File: src/rtl/lcdt_pkg.sv
// Shared types and constants for the LCD mode and line timer.
package lcdt_pkg;

  typedef enum logic [1:0] {
    MODE_HBLANK = 2'd0,
    MODE_VBLANK = 2'd1,
    MODE_OAM    = 2'd2,
    MODE_RENDER = 2'd3
  } lcdt_mode_e;

  typedef enum logic {
    CFG_LINE_LENGTH  = 1'b0,
    CFG_FRAME_LENGTH = 1'b1
  } lcdt_cfg_e;

  localparam int unsigned LineLenW  = 10;
  localparam int unsigned FrameLenW = 17;
  localparam int unsigned LineCdW   = 11;
  localparam int unsigned FrameCdW  = 18;

  localparam logic [LineLenW-1:0]  LINE_LENGTH_RST  = 10'd456;
  localparam logic [FrameLenW-1:0] FRAME_LENGTH_RST = 17'd70224;

  localparam logic signed [LineCdW:0]   LINE_CD_MIN  = -12'sd1024;
  localparam logic signed [FrameCdW:0]  FRAME_CD_MIN = -19'sd131072;
  localparam logic signed [LineCdW-1:0] OAM_START    = 11'sd376;
  localparam logic signed [LineCdW-1:0] RENDER_END   = 11'sd85;

  localparam logic [7:0] VBLANK_FIRST_LINE = 8'd144;
  localparam logic [7:0] LAST_VISIBLE_LINE = 8'd143;

  typedef struct packed {
    logic [9:0] cycles;
    logic       lcd_enable;
    logic [7:0] compare_line;
    logic       irq_en_hblank;
    logic       irq_en_vblank;
    logic       irq_en_oam;
    logic       irq_en_match;
  } lcdt_in_t;

  typedef struct packed {
    lcdt_mode_e                  mode;
    logic                        match_flag;
    logic [7:0]                  line_counter;
    logic signed [LineCdW-1:0]   line_countdown;
    logic signed [FrameCdW-1:0]  frame_countdown;
  } lcdt_state_t;

  typedef struct packed {
    lcdt_mode_e mode;
    logic       coincidence;
    logic [7:0] visible_line;
    logic       lcd_irq;
    logic       vblank_irq;
    logic       draw_strobe;
    logic [7:0] draw_line_number;
    logic       frame_complete;
  } lcdt_result_t;

endpackage

File: src/rtl/lcdt_step.sv
// Next-state and result logic for one timer tick.
module lcdt_step import lcdt_pkg::*; (
  input  lcdt_state_t           state_i,
  input  lcdt_in_t              item_i,
  input  logic [LineLenW-1:0]   line_length_i,
  input  logic [FrameLenW-1:0]  frame_length_i,
  output lcdt_state_t           state_o,
  output lcdt_result_t          result_o
);

  logic signed [LineCdW:0]    ticks_line;
  logic signed [FrameCdW:0]   ticks_frame;
  logic signed [LineCdW:0]    line_sub;
  logic signed [FrameCdW:0]   frame_sub;
  logic signed [LineCdW-1:0]  line_cd;
  logic signed [FrameCdW-1:0] frame_cd;
  logic signed [LineCdW:0]    line_reload;
  logic signed [FrameCdW:0]   frame_reload;
  logic                       line_expired;
  logic                       frame_expired;
  logic [7:0]                 line_next;

  always_comb begin
    ticks_line  = $signed({4'b0000, item_i.cycles[9:2]});
    ticks_frame = $signed({11'b0, item_i.cycles[9:2]});
    line_sub    = $signed({state_i.line_countdown[LineCdW-1], state_i.line_countdown})
                  - ticks_line;
    frame_sub   = $signed({state_i.frame_countdown[FrameCdW-1], state_i.frame_countdown})
                  - ticks_frame;
    line_cd  = (line_sub < LINE_CD_MIN) ? LINE_CD_MIN[LineCdW-1:0] : line_sub[LineCdW-1:0];
    frame_cd = (frame_sub < FRAME_CD_MIN) ? FRAME_CD_MIN[FrameCdW-1:0]
                                          : frame_sub[FrameCdW-1:0];
    line_expired  = line_cd[LineCdW-1] || (line_cd == '0);
    frame_expired = frame_cd[FrameCdW-1] || (frame_cd == '0);
    line_reload   = $signed({line_cd[LineCdW-1], line_cd})
                    + $signed({2'b00, line_length_i});
    frame_reload  = $signed({frame_cd[FrameCdW-1], frame_cd})
                    + $signed({2'b00, frame_length_i});
    line_next = state_i.line_counter + 8'd1;

    state_o  = state_i;
    result_o = '0;
    state_o.line_countdown  = line_cd;
    state_o.frame_countdown = frame_cd;

    // Mode follows the line and where the line timer stands.
    if (item_i.lcd_enable) begin
      if (state_i.line_counter >= VBLANK_FIRST_LINE) begin
        state_o.mode = MODE_VBLANK;
      end else if (line_cd >= OAM_START) begin
        if (item_i.irq_en_oam && (state_i.mode != MODE_OAM)) result_o.lcd_irq = 1'b1;
        state_o.mode = MODE_OAM;
      end else if (line_cd >= RENDER_END) begin
        state_o.mode = MODE_RENDER;
      end else begin
        if (item_i.irq_en_hblank && (state_i.mode != MODE_HBLANK)) result_o.lcd_irq = 1'b1;
        state_o.mode = MODE_HBLANK;
      end
    end else begin
      state_o.mode = MODE_HBLANK;
    end

    if (line_expired) begin
      if (state_i.line_counter <= LAST_VISIBLE_LINE) begin
        result_o.draw_strobe      = 1'b1;
        result_o.draw_line_number = state_i.line_counter;
      end
      if (state_i.line_counter == LAST_VISIBLE_LINE) begin
        result_o.frame_complete = 1'b1;
        if (item_i.lcd_enable) begin
          result_o.vblank_irq = 1'b1;
          if (item_i.irq_en_vblank) result_o.lcd_irq = 1'b1;
        end
      end
      state_o.line_counter = line_next;
      if (item_i.lcd_enable) begin
        state_o.match_flag = (item_i.compare_line == line_next);
        if ((item_i.compare_line == line_next) && item_i.irq_en_match) begin
          result_o.lcd_irq = 1'b1;
        end
      end
      state_o.line_countdown = line_reload[LineCdW-1:0];
    end

    if (frame_expired) begin
      state_o.line_counter    = 8'd0;
      state_o.frame_countdown = frame_reload[FrameCdW-1:0];
    end

    result_o.mode         = state_o.mode;
    result_o.coincidence  = state_o.match_flag;
    result_o.visible_line = item_i.lcd_enable ? state_o.line_counter : 8'd0;
  end

endmodule

File: src/rtl/lcd_mode_and_line_timer.sv
// Top level of the LCD mode and line timer: state, configuration and output register.
//
// Each input transfer carries one tick: the elapsed CPU time (cycles_i), the LCD enable
// bit, the line compare value and the four status interrupt enables. The tick
// is divided by four and counted down on a line timer and a frame timer; each
// transfer yields exactly one result transfer with the display mode, the
// coincidence flag, the current line, interrupt requests, the line drawing
// strobe and frame done.
//
// A tick taken at a clock edge has its result in the output register right
// after that edge. The block takes one tick per clock while the receiver does
// not stall; the state update is a single pass of subtract, compare and
// reload logic, and the output register lets the next tick enter while a
// result is taken. When the receiver stalls, the result holds and in_stall_o
// rises, so no further tick is taken until the result moves on.
//
// Reset clears the mode, flag and line counter, loads the lengths with their
// defaults (456 and 70224) and loads the timers from them. Length writes on
// the configuration port take effect at the next reload of the timer.
module lcd_mode_and_line_timer import lcdt_pkg::*; (
  input  logic        clk_i,
  input  logic        rst_ni,

  input  logic        cfg_we_i,
  input  logic        cfg_idx_i,
  input  logic [16:0] cfg_wdata_i,

  input  logic        in_valid_i,
  output logic        in_stall_o,
  input  logic [9:0]  cycles_i,
  input  logic        lcd_enable_i,
  input  logic [7:0]  compare_line_i,
  input  logic        irq_en_hblank_i,
  input  logic        irq_en_vblank_i,
  input  logic        irq_en_oam_i,
  input  logic        irq_en_match_i,

  output logic        out_valid_o,
  input  logic        out_stall_i,
  output logic [1:0]  mode_o,
  output logic        coincidence_o,
  output logic [7:0]  visible_line_o,
  output logic        lcd_irq_o,
  output logic        vblank_irq_o,
  output logic        draw_strobe_o,
  output logic [7:0]  draw_line_number_o,
  output logic        frame_complete_o
);

  logic [LineLenW-1:0]  line_length_q;
  logic [FrameLenW-1:0] frame_length_q;
  lcdt_state_t          state_q, state_d;
  lcdt_result_t         result_q, result_d;
  lcdt_in_t             item;
  logic                 out_valid_q;
  logic                 in_xfer;

  // A tick may enter whenever the output register is empty or being drained.
  assign in_stall_o = out_valid_q && out_stall_i;
  assign in_xfer    = in_valid_i && !in_stall_o;

  assign item = '{cycles:        cycles_i,
                  lcd_enable:    lcd_enable_i,
                  compare_line:  compare_line_i,
                  irq_en_hblank: irq_en_hblank_i,
                  irq_en_vblank: irq_en_vblank_i,
                  irq_en_oam:    irq_en_oam_i,
                  irq_en_match:  irq_en_match_i};

  lcdt_step u_step (
    .state_i        (state_q),
    .item_i         (item),
    .line_length_i  (line_length_q),
    .frame_length_i (frame_length_q),
    .state_o        (state_d),
    .result_o       (result_d)
  );

  always_ff @(posedge clk_i or negedge rst_ni) begin
    if (!rst_ni) begin
      line_length_q  <= LINE_LENGTH_RST;
      frame_length_q <= FRAME_LENGTH_RST;
    end else if (cfg_we_i) begin
      case (lcdt_cfg_e'(cfg_idx_i))
        CFG_LINE_LENGTH:  line_length_q  <= cfg_wdata_i[LineLenW-1:0];
        CFG_FRAME_LENGTH: frame_length_q <= cfg_wdata_i[FrameLenW-1:0];
        default: ;
      endcase
    end
  end

  // Timer state advances once per accepted tick.
  always_ff @(posedge clk_i or negedge rst_ni) begin
    if (!rst_ni) begin
      state_q.mode            <= MODE_HBLANK;
      state_q.match_flag      <= 1'b0;
      state_q.line_counter    <= 8'd0;
      state_q.line_countdown  <= {1'b0, LINE_LENGTH_RST};
      state_q.frame_countdown <= {1'b0, FRAME_LENGTH_RST};
    end else if (in_xfer) begin
      state_q <= state_d;
    end
  end

  always_ff @(posedge clk_i or negedge rst_ni) begin
    if (!rst_ni) begin
      out_valid_q <= 1'b0;
    end else if (in_xfer) begin
      out_valid_q <= 1'b1;
    end else if (!out_stall_i) begin
      out_valid_q <= 1'b0;
    end
  end

  // The result payload needs no reset; it is only looked at while valid.
  always_ff @(posedge clk_i) begin
    if (in_xfer) begin
      result_q <= result_d;
    end
  end

  assign out_valid_o        = out_valid_q;
  assign mode_o             = result_q.mode;
  assign coincidence_o      = result_q.coincidence;
  assign visible_line_o     = result_q.visible_line;
  assign lcd_irq_o          = result_q.lcd_irq;
  assign vblank_irq_o       = result_q.vblank_irq;
  assign draw_strobe_o      = result_q.draw_strobe;
  assign draw_line_number_o = result_q.draw_line_number;
  assign frame_complete_o   = result_q.frame_complete;

endmodule

File: config.mk
export PLATFORM = sky130hd
export DESIGN_NAME = lcd_mode_and_line_timer
export DESIGN_NICKNAME = d
export VERILOG_FILES = /design/src/rtl/lcdt_pkg.sv /design/src/rtl/lcdt_step.sv /design/src/rtl/lcd_mode_and_line_timer.sv
export SDC_FILE = /design/constraint.sdc
export NUM_CORES = 1
export LEC_CHECK = 0
export BUFFER_PORTS_ARGS = -buffer_cell sky130_fd_sc_hd__buf_2
export CELL_PAD_IN_SITES_DETAIL_PLACEMENT = 0
export CELL_PAD_IN_SITES_GLOBAL_PLACEMENT = 1
export CORE_MARGIN = 2
export CORE_UTILIZATION = 35
export CTS_CLUSTER_DIAMETER = 120
export CTS_CLUSTER_SIZE = 8
export DETAILED_ROUTE_END_ITERATION = 10
export GPL_ROUTABILITY_DRIVEN = 0
export PLACE_DENSITY_LB_ADDON = 0.3
export SETUP_SLACK_MARGIN = 0.05
export SLEW_MARGIN = 20
export SYNTH_ARGS = -nofsm -noshare
export SYNTH_HDL_FRONTEND = slang
export SYNTH_HIERARCHICAL = 1
export SYNTH_SLANG_ARGS = --single-unit
File: constraint.sdc
create_clock -name clk_i -period 5.6 [get_ports clk_i]
set_input_delay 0.56 -clock clk_i [delete_from_list [all_inputs] [get_ports clk_i]]
set_output_delay 0.56 -clock clk_i [all_outputs]
set_load 0.05 [all_outputs]
==> results of run 1 <==
==> Yosys cell counts (15+ instances only) <==
cell | number | area [sq um]
mux2_2 | 69 | 777
nor2_1 | 54 | 203
dfrtp_1 | 50 | 1250
a21oi_1 | 44 | 220
ha_1 | 44 | 551
xnor2_1 | 36 | 315
inv_1 | 31 | 116
o21ai_0 | 31 | 155
nand2_1 | 29 | 109
edfxtp_1 | 23 | 691
xor2_1 | 21 | 184
dfstp_2 | 18 | 473
nand3_1 | 15 | 75.1
==> layer usage <==
layer	global-route usage, %	wire (um)	part of all wire, %
met5	0	0	0
met2	26.9	7340	45
met1	22.9	7820	48
met4	4.39	313	1.9
met3	3.25	864	5.3
==> stage by stage <==
stage	cells	power, uW
floorplan	682	4010
global placement	1003	4710
detailed placement	1003	4780
CTS	1019	5480
global route	1019	6000
finish	1019	5490
==> cells by family (layout without fill, tap and decap cells) <==
group | after synthesis | count (layout) | share of synthesized area (%)
and+or+nand+nor | 185 | 185 | 13.9
muxes | 89 | 89 | 15.2
adders and majority gates | 50 | 50 | 9.48
DFF | 91 | 91 | 35.2
AOI/OAI and AO/OA | 155 | 155 | 14.7
buffers and inverters | 55 | 127 | 4.16
xor gates and xnor gates | 57 | 57 | 7.28
==> worst min-delay path by stage <==
stage	endpoint	depth (start not counted)	from	slack (ns)
6_report	frame_length_q[13]	2	rst_ni	0.42
5_1_grt	out_valid_o	2	in_valid_i	0.42
4_1_cts	out_valid_o	2	in_valid_i	0.41
3_3_place_gp	state_q[0]	1	state_q[0]	0.47
2_1_floorplan	frame_length_q[0]	0	rst_ni	0.26
3_5_place_dp	state_q[0]	1	state_q[0]	0.48
==> layout make-up <==
cell class / count / area, sq um / area share (%)
Tap cell: 265 / 332 / 4.27
Clock inverter: 6 / 88.8 / 1.14
Clock buffer: 10 / 229 / 2.95
Multi-Input combinational cell: 536 / 4170 / 53.6
Timing Repair Buffer: 79 / 423 / 5.44
Inverter: 32 / 120 / 1.55
Sequential cell: 91 / 2410 / 31.1
==> worst register-to-register path, stage by stage (launching register included) <==
cell and delay (ns):
dfrtp_1 0.38, ha_1 0.24, or3_4 0.37, or4_4 0.44
or3_4 0.36, nor3_1 0.17, nor2b_1 0.16, buf_4 0.15
nor2_1 0.06, ha_1 0.22, fa_1 0.42, a211oi_1 0.22
o21ai_0 0.19, o31ai_1 0.36, o21ai_1 0.24, a211oi_1 0.28
o21bai_1 0.11, xor2_1 0.15, mux2_4 0.25, mux2_2 0.26
==> power groups by stage <==
stage	Clock (uW)	Sequential [uW]	Combinational [uW]
floorplan	0	1140	2870
global placement	0	1110	3600
detailed placement	0	1120	3670
CTS	677	1100	3690
global route	706	1130	4160
finish	659	1100	3720
==> timing repair <==
item,in CTS,in global routing
hold buffers,0,0
setup buffers,0,0
setup endpoints to repair,0,1
resized for setup,0,1
hold endpoints to repair,0,0
==> state kept, by name, indices dropped and copies added (netlist names) <==
signal and flops:
frame_length_q 17, frame_complete_o 1, vblank_irq_o 1, lcd_irq_o 1
visible_line_o 8, draw_line_number_o 8, line_length_q 10, out_valid_o 1
draw_strobe_o 1, state_q 40, coincidence_o 1, mode_o 2
==> cell usage in the layout, fill, tap and decap left out, types with 14 or more instances in the layout <==
cell type,synthesis,final
buf_2,5,68
ha_1,44,44
nor3_1,14,14
nand2_1,29,29
edfxtp_1,23,23
a21oi_1,44,44
nand3_1,15,15
mux2_2,69,69
o21ai_0,31,30
dfrtp_1,50,50
xor2_1,21,21
inv_1,31,31
xnor2_1,36,36
a211oi_1,14,14
dfstp_2,18,18
nor2_1,54,54
==> results.py, run 1 <==
metrics = {
    "critical_path": {
        "cpLargestDelayFamily": "simple AND/OR/NAND/NOR gates",
        "worstRegToRegCells": 19,
        "crit_path_max_fanout": 6,
        "required_ns": 5.88,
        "r2r_end": "state_q[16]",
        "cp-start-kind": "input pin",
        "crit_cells": 21,
        "endpoint": "state_q[16]",
        "critPathKind": "input pin to flip-flop",
        "r2r_slack_ns": 0.51,
        "r2r-start": "state_q[7]",
        "cp-startpoint": "cycles_i[9]",
        "arrival_ns": 5.38,
        "cp.buffers_inverters": 3,
        "setup.worst_path.end_class": "flip-flop",
        "worstPathCellList": "buf_2 -> inv_1 -> ha_1 -> or3_4 -> or4_4 -> or3_4 -> nor3_1 -> nor2b_1 -> buf_4 -> nor2_1 -> ha_1 -> fa_1 -> a211oi_1 -> o21ai_0 -> o31ai_1 -> o21ai_1 -> a211oi_1 -> o21bai_1 -> xor2_1 -> mux2_4 -> mux2_2",
        "slowest_stage": "or4_4",
        "slowest_delay_ns": 0.44,
    },
    "place": {
        "postPlaceCellArea_sq_mm": 0.00745,
        "io_buffers": 68,
        "dp_hpwl_um": 12500,
        "dp_slack_ns": 0.100,
    },
    "drt": {
        "final_antenna_net_count": 0,
        "routedWlPerCell_um": 16.0,
        "dr.pass1.iters": 5,
        "drt_drc_violations_left": 0,
        "finalWirelength_um": 16300,
        "via_count": 5350,
        "routed_via_density": 5.25,
        "drtIter0Drc": 391,
    },
    "min_path": {
        "hold_path_class": "input pin to asynchronous set/reset pin",
    },
    "timing": {
        "hold_slack_ns": 0.416,
        "fin_ws_ns": 0.501,
        "min_period_ns": 5.10,
        "worst_slew_pin_slew_ns": 1.00,
        "finalHoldViolCount": 0,
        "fin_skew_ns": 0.0117,
        "setup_violations": 0,
        "fmax_mhz": 196,
        "relSlewSlack_pct": 33.1,
        "maxSlewViolCount": 0,
        "tns_ns": 0,
        "min_period_over_period_pct": 91.1,
        "rsz0062_at_grt": "false",
    },
    "synthesis": {
        "synth-seq-cells": 91,
        "async_reset_ff_share_pct": 74.7,
        "syn_area_sq_mm": 0.00686,
        "ys_types": 71,
        "yosysSeqAreaShare_pct": 35.2,
        "synth_flop_cell": "dfrtp_1",
        "synth_cells": 682,
        "synth_fp_nets": 776,
        "yosys_warnings": 6,
        "synth_area_per_cell_sq_um": 10.1,
        "synth_edf_count": 23,
    },
    "clock_network": {
        "cts_buffers": 9,
        "clkSinkCount": 91,
        "cts_tree": "yes",
        "cts_max_path_buffers": 2,
        "clockRootBuffer": "clkbuf_16",
        "clk_pin_slew_ns": 0.07,
        "htree_levels": 3,
        "clock_latency_ns": 0.35,
    },
    "run_status": {
        "status": "finished, final reports clean",
    },
    "pwr": {
        "p_per_area_mw_per_mm2": 706,
        "power.share.clock_pct": 12.0,
        "p_seq_share_pct": 20.1,
        "p_int_uw": 2990,
        "p_sw_share_pct": 45.5,
        "leakagePower_uw": 0.00331,
        "power_switching_uw": 2500,
        "pwr-share-comb_pct": 67.9,
        "ir_drop_mv": 0.266,
    },
    "grt": {
        "grt_pass1_vias": 5297,
        "grt_start_max_net_pins": 69,
        "grt_use_total_pct": 16.6,
        "grt-ovfl-total": 0,
        "antenna_found_initial": 0,
        "grt_pass1_wl_um": 27200,
    },
    "layout": {
        "areaGrowthSynthToFinish_pct": 13.3,
        "nNetsFinal": 843,
        "fillers": 1879,
        "drive_gt1_share_pct": 27.7,
        "fin_util_pct": 40.2,
        "stdcell_area_sq_mm": 0.00777,
        "n_antenna_cell": 0,
    },
    "floorplan": {
        "fp.dieH_um": 144,
        "core_area_sq_mm": 0.0193,
        "start_util_pct": 35.5,
        "io_pins": 71,
        "rows": 51,
        "die_w_um": 144,
        "fp.dieArea_sq_mm": 0.0207,
    },
    "flow_run": {
        "maxCapViolations": 0,
    },
}
(Power assumes the default switching activity.)
==> run 2, diff against run 1 <==
--- a/config.mk
+++ b/config.mk
@@ -14,7 +14,8 @@
 export CTS_CLUSTER_SIZE = 8
 export DETAILED_ROUTE_END_ITERATION = 10
 export GPL_ROUTABILITY_DRIVEN = 0
-export PLACE_DENSITY_LB_ADDON = 0.3
+export PLACE_DENSITY = 0.67
+export RECOVER_POWER = 50
 export SETUP_SLACK_MARGIN = 0.05
 export SLEW_MARGIN = 20
 export SYNTH_ARGS = -nofsm -noshare
==> run 2 against run 1 <==
Compared with the run above: the flow now finishes with violations (capacitance limit, slew limit); sequential power about the same; cell count is 0.20% higher; largest cell class unchanged; global-route usage down 0.29 points; core utilization is 0.052 points lower; critical path depth down 3; sequential cell count unchanged; first-iteration DRC count decreased by 2.8%; via count is 0.37% higher.
==> results.py, run 2 (same netlist as run 1, synthesis figures left out) <==
metrics = {
    "clock_network": {
        "cts_max_path_buffers": 2,
        "clock_latency_ns": 0.35,
        "clkSinkCount": 91,
        "cts_resized": 0,
        "postCtsSetupBuffers": 0,
        "cts_tree": "yes",
        "cts_hold_buffers": 0,
        "clk_pin_slew_ns": 0.08,
        "htree_levels": 3,
        "clockRootBuffer": "clkbuf_16",
        "cts_buffers": 9,
    },
    "timing": {
        "min_period_over_period_pct": 93.1,
        "tns_ns": 0,
        "fmax_mhz": 192,
        "maxSlewViolCount": 69,
        "finalHoldViolCount": 0,
        "setup_violations": 0,
        "min_period_ns": 5.21,
        "fin_ws_ns": 0.388,
        "fin_skew_ns": 0.0128,
        "rsz0062_at_grt": "false",
        "relSlewSlack_pct": -152,
        "worst_slew_pin_slew_ns": 3.77,
    },
    "layout": {
        "n_antenna_cell": 0,
        "drive_gt1_share_pct": 26.9,
        "reg_top3": "state_q (40), frame_length_q (17), line_length_q (10)",
        "regMostFlops": "state_q",
        "stdcell_count": 1021,
        "mostFrequentLayoutCells": "69 x mux2_2, 61 x buf_2, 54 x nor2_1",
        "largest_reg_flops": 40,
        "fillers": 1895,
        "areaGrowthSynthToFinish_pct": 13.1,
        "final_common_cell": "mux2_2",
        "nNetsFinal": 845,
    },
    "drt": {
        "via_count": 5370,
        "drtIter0Drc": 380,
        "drt_drc_violations_left": 0,
        "routed_via_density": 5.26,
        "final_antenna_net_count": 0,
        "finalWirelength_um": 16700,
        "dr.pass1.iters": 5,
        "routedWlPerCell_um": 16.3,
    },
    "critical_path": {
        "arrival_ns": 5.46,
        "cp-startpoint": "state_q[7]",
        "worstPathCellList": "ha_1 -> or3_4 -> or4_4 -> or3_4 -> nor3_1 -> nor2b_1 -> nor2_1 -> ha_1 -> fa_1 -> a211oi_1 -> o21ai_0 -> o31ai_1 -> o21ai_0 -> a21boi_0 -> o21bai_1 -> xor2_1 -> mux2_4 -> mux2_2",
        "slowest_stage": "or4_4",
        "crit_path_max_fanout": 4,
        "cp-start-kind": "flip-flop",
        "r2r_slack_ns": 0.39,
        "r2r-start": "state_q[7]",
        "worstRegToRegCells": 18,
        "r2r_end": "state_q[14]",
        "setup.worst_path.end_class": "flip-flop",
        "critPathKind": "flip-flop to flip-flop",
        "endpoint": "state_q[14]",
        "required_ns": 5.85,
        "slowest_delay_ns": 0.45,
    },
    "floorplan": {
        "core_area_sq_mm": 0.0193,
        "fp.dieArea_sq_mm": 0.0207,
        "start_util_pct": 35.5,
        "rows": 51,
        "fp.dieH_um": 144,
        "io_pins": 71,
        "die_w_um": 144,
    },
    "min_path": {
        "hold_path_class": "input pin to flip-flop",
    },
    "grt": {
        "antenna_found_initial": 0,
        "grt-ovfl-total": 0,
        "grt_pass1_wl_um": 26600,
        "grt_start_max_net_pins": 69,
        "grt_use_total_pct": 16.3,
        "grt_pass1_vias": 5257,
    },
    "pwr": {
        "p_sw_share_pct": 46.3,
        "p_int_uw": 2950,
        "p_per_area_mw_per_mm2": 709,
        "ir_drop_mv": 0.252,
        "power.total_uw": 5500,
        "pwr-share-comb_pct": 68.2,
        "leakagePower_uw": 0.00329,
        "power_switching_uw": 2550,
        "power.share.clock_pct": 11.8,
        "p_seq_share_pct": 20.0,
    },
    "place": {
        "dp_slack_ns": 0.0644,
        "dp.cells": 1005,
        "dp_hpwl_um": 12700,
        "io_buffers": 68,
    },
    "run_status": {
        "status": "complete, but fails checks",
        "failed_checks": "capacitance limit, slew limit",
    },
    "flow_run": {
        "maxCapViolations": 1,
    },
}
==> run 2: worst min-delay path by stage <==
stage,start,to,slack (ns),cells past startpoint
finish,in_valid_i,out_valid_o,0.41,2
global route,in_valid_i,out_valid_o,0.39,2
CTS,in_valid_i,out_valid_o,0.39,2
detailed placement,state_q[0],state_q[0],0.48,1
global placement,state_q[0],state_q[0],0.47,1
floorplan,rst_ni,frame_length_q[0],0.26,0
==> run 2: per-layer routing <==
layer	vias to the layer above	global-route usage [%]	part of all wire [%]
li1	2623	-	-
met1	2584	22.1	48
met2	143	26.9	45
met3	20	2.85	4.6
met4	0	4.75	1.8
met5	-	0	0
==> run 2: power by group through the flow <==
stage / registers (uW) / clock network, uW / logic, uW
3_5_place_dp: 1110 / 0 / 3700
3_3_place_gp: 1110 / 0 / 3610
6_report: 1100 / 651 / 3750
4_1_cts: 1100 / 677 / 3730
5_1_grt: 1130 / 703 / 4130
2_1_floorplan: 1140 / 0 / 2870
==> run 2: layout make-up <==
| type | instances | area, sq um | area share [%] |
|---|---|---|---|
| multi-input cells | 536 | 4160 | 53.6 |
| flip-flops and latches | 91 | 2410 | 31.1 |
| repair buffers | 81 | 425 | 5.48 |
| well taps | 265 | 332 | 4.27 |
| clock buffers | 9 | 225 | 2.90 |
| inverters | 32 | 120 | 1.55 |
| clock inverters | 7 | 82.6 | 1.06 |
==> run 2: critical path, delay by kind of cell (launching register included) <==
kind	cells	cell delay, ns
DFF	1	0.39
xor gates and xnor gates	1	0.14
adders and majority gates	3	0.86
muxes	2	0.51
and+or+nand+nor	6	1.78
AOI/OAI and AO/OA	6	1.44
==> run 2: metrics by stage <==
stage	instance area (sq um)	util, %	hold WS, ns
after floorplan	6860	-	0.264
after global routing	7760	40.1	0.394
final	7760	40.1	0.405
after global placement	7470	38.6	0.474
after CTS	7780	40.2	0.386
after detailed placement	7470	38.6	0.479
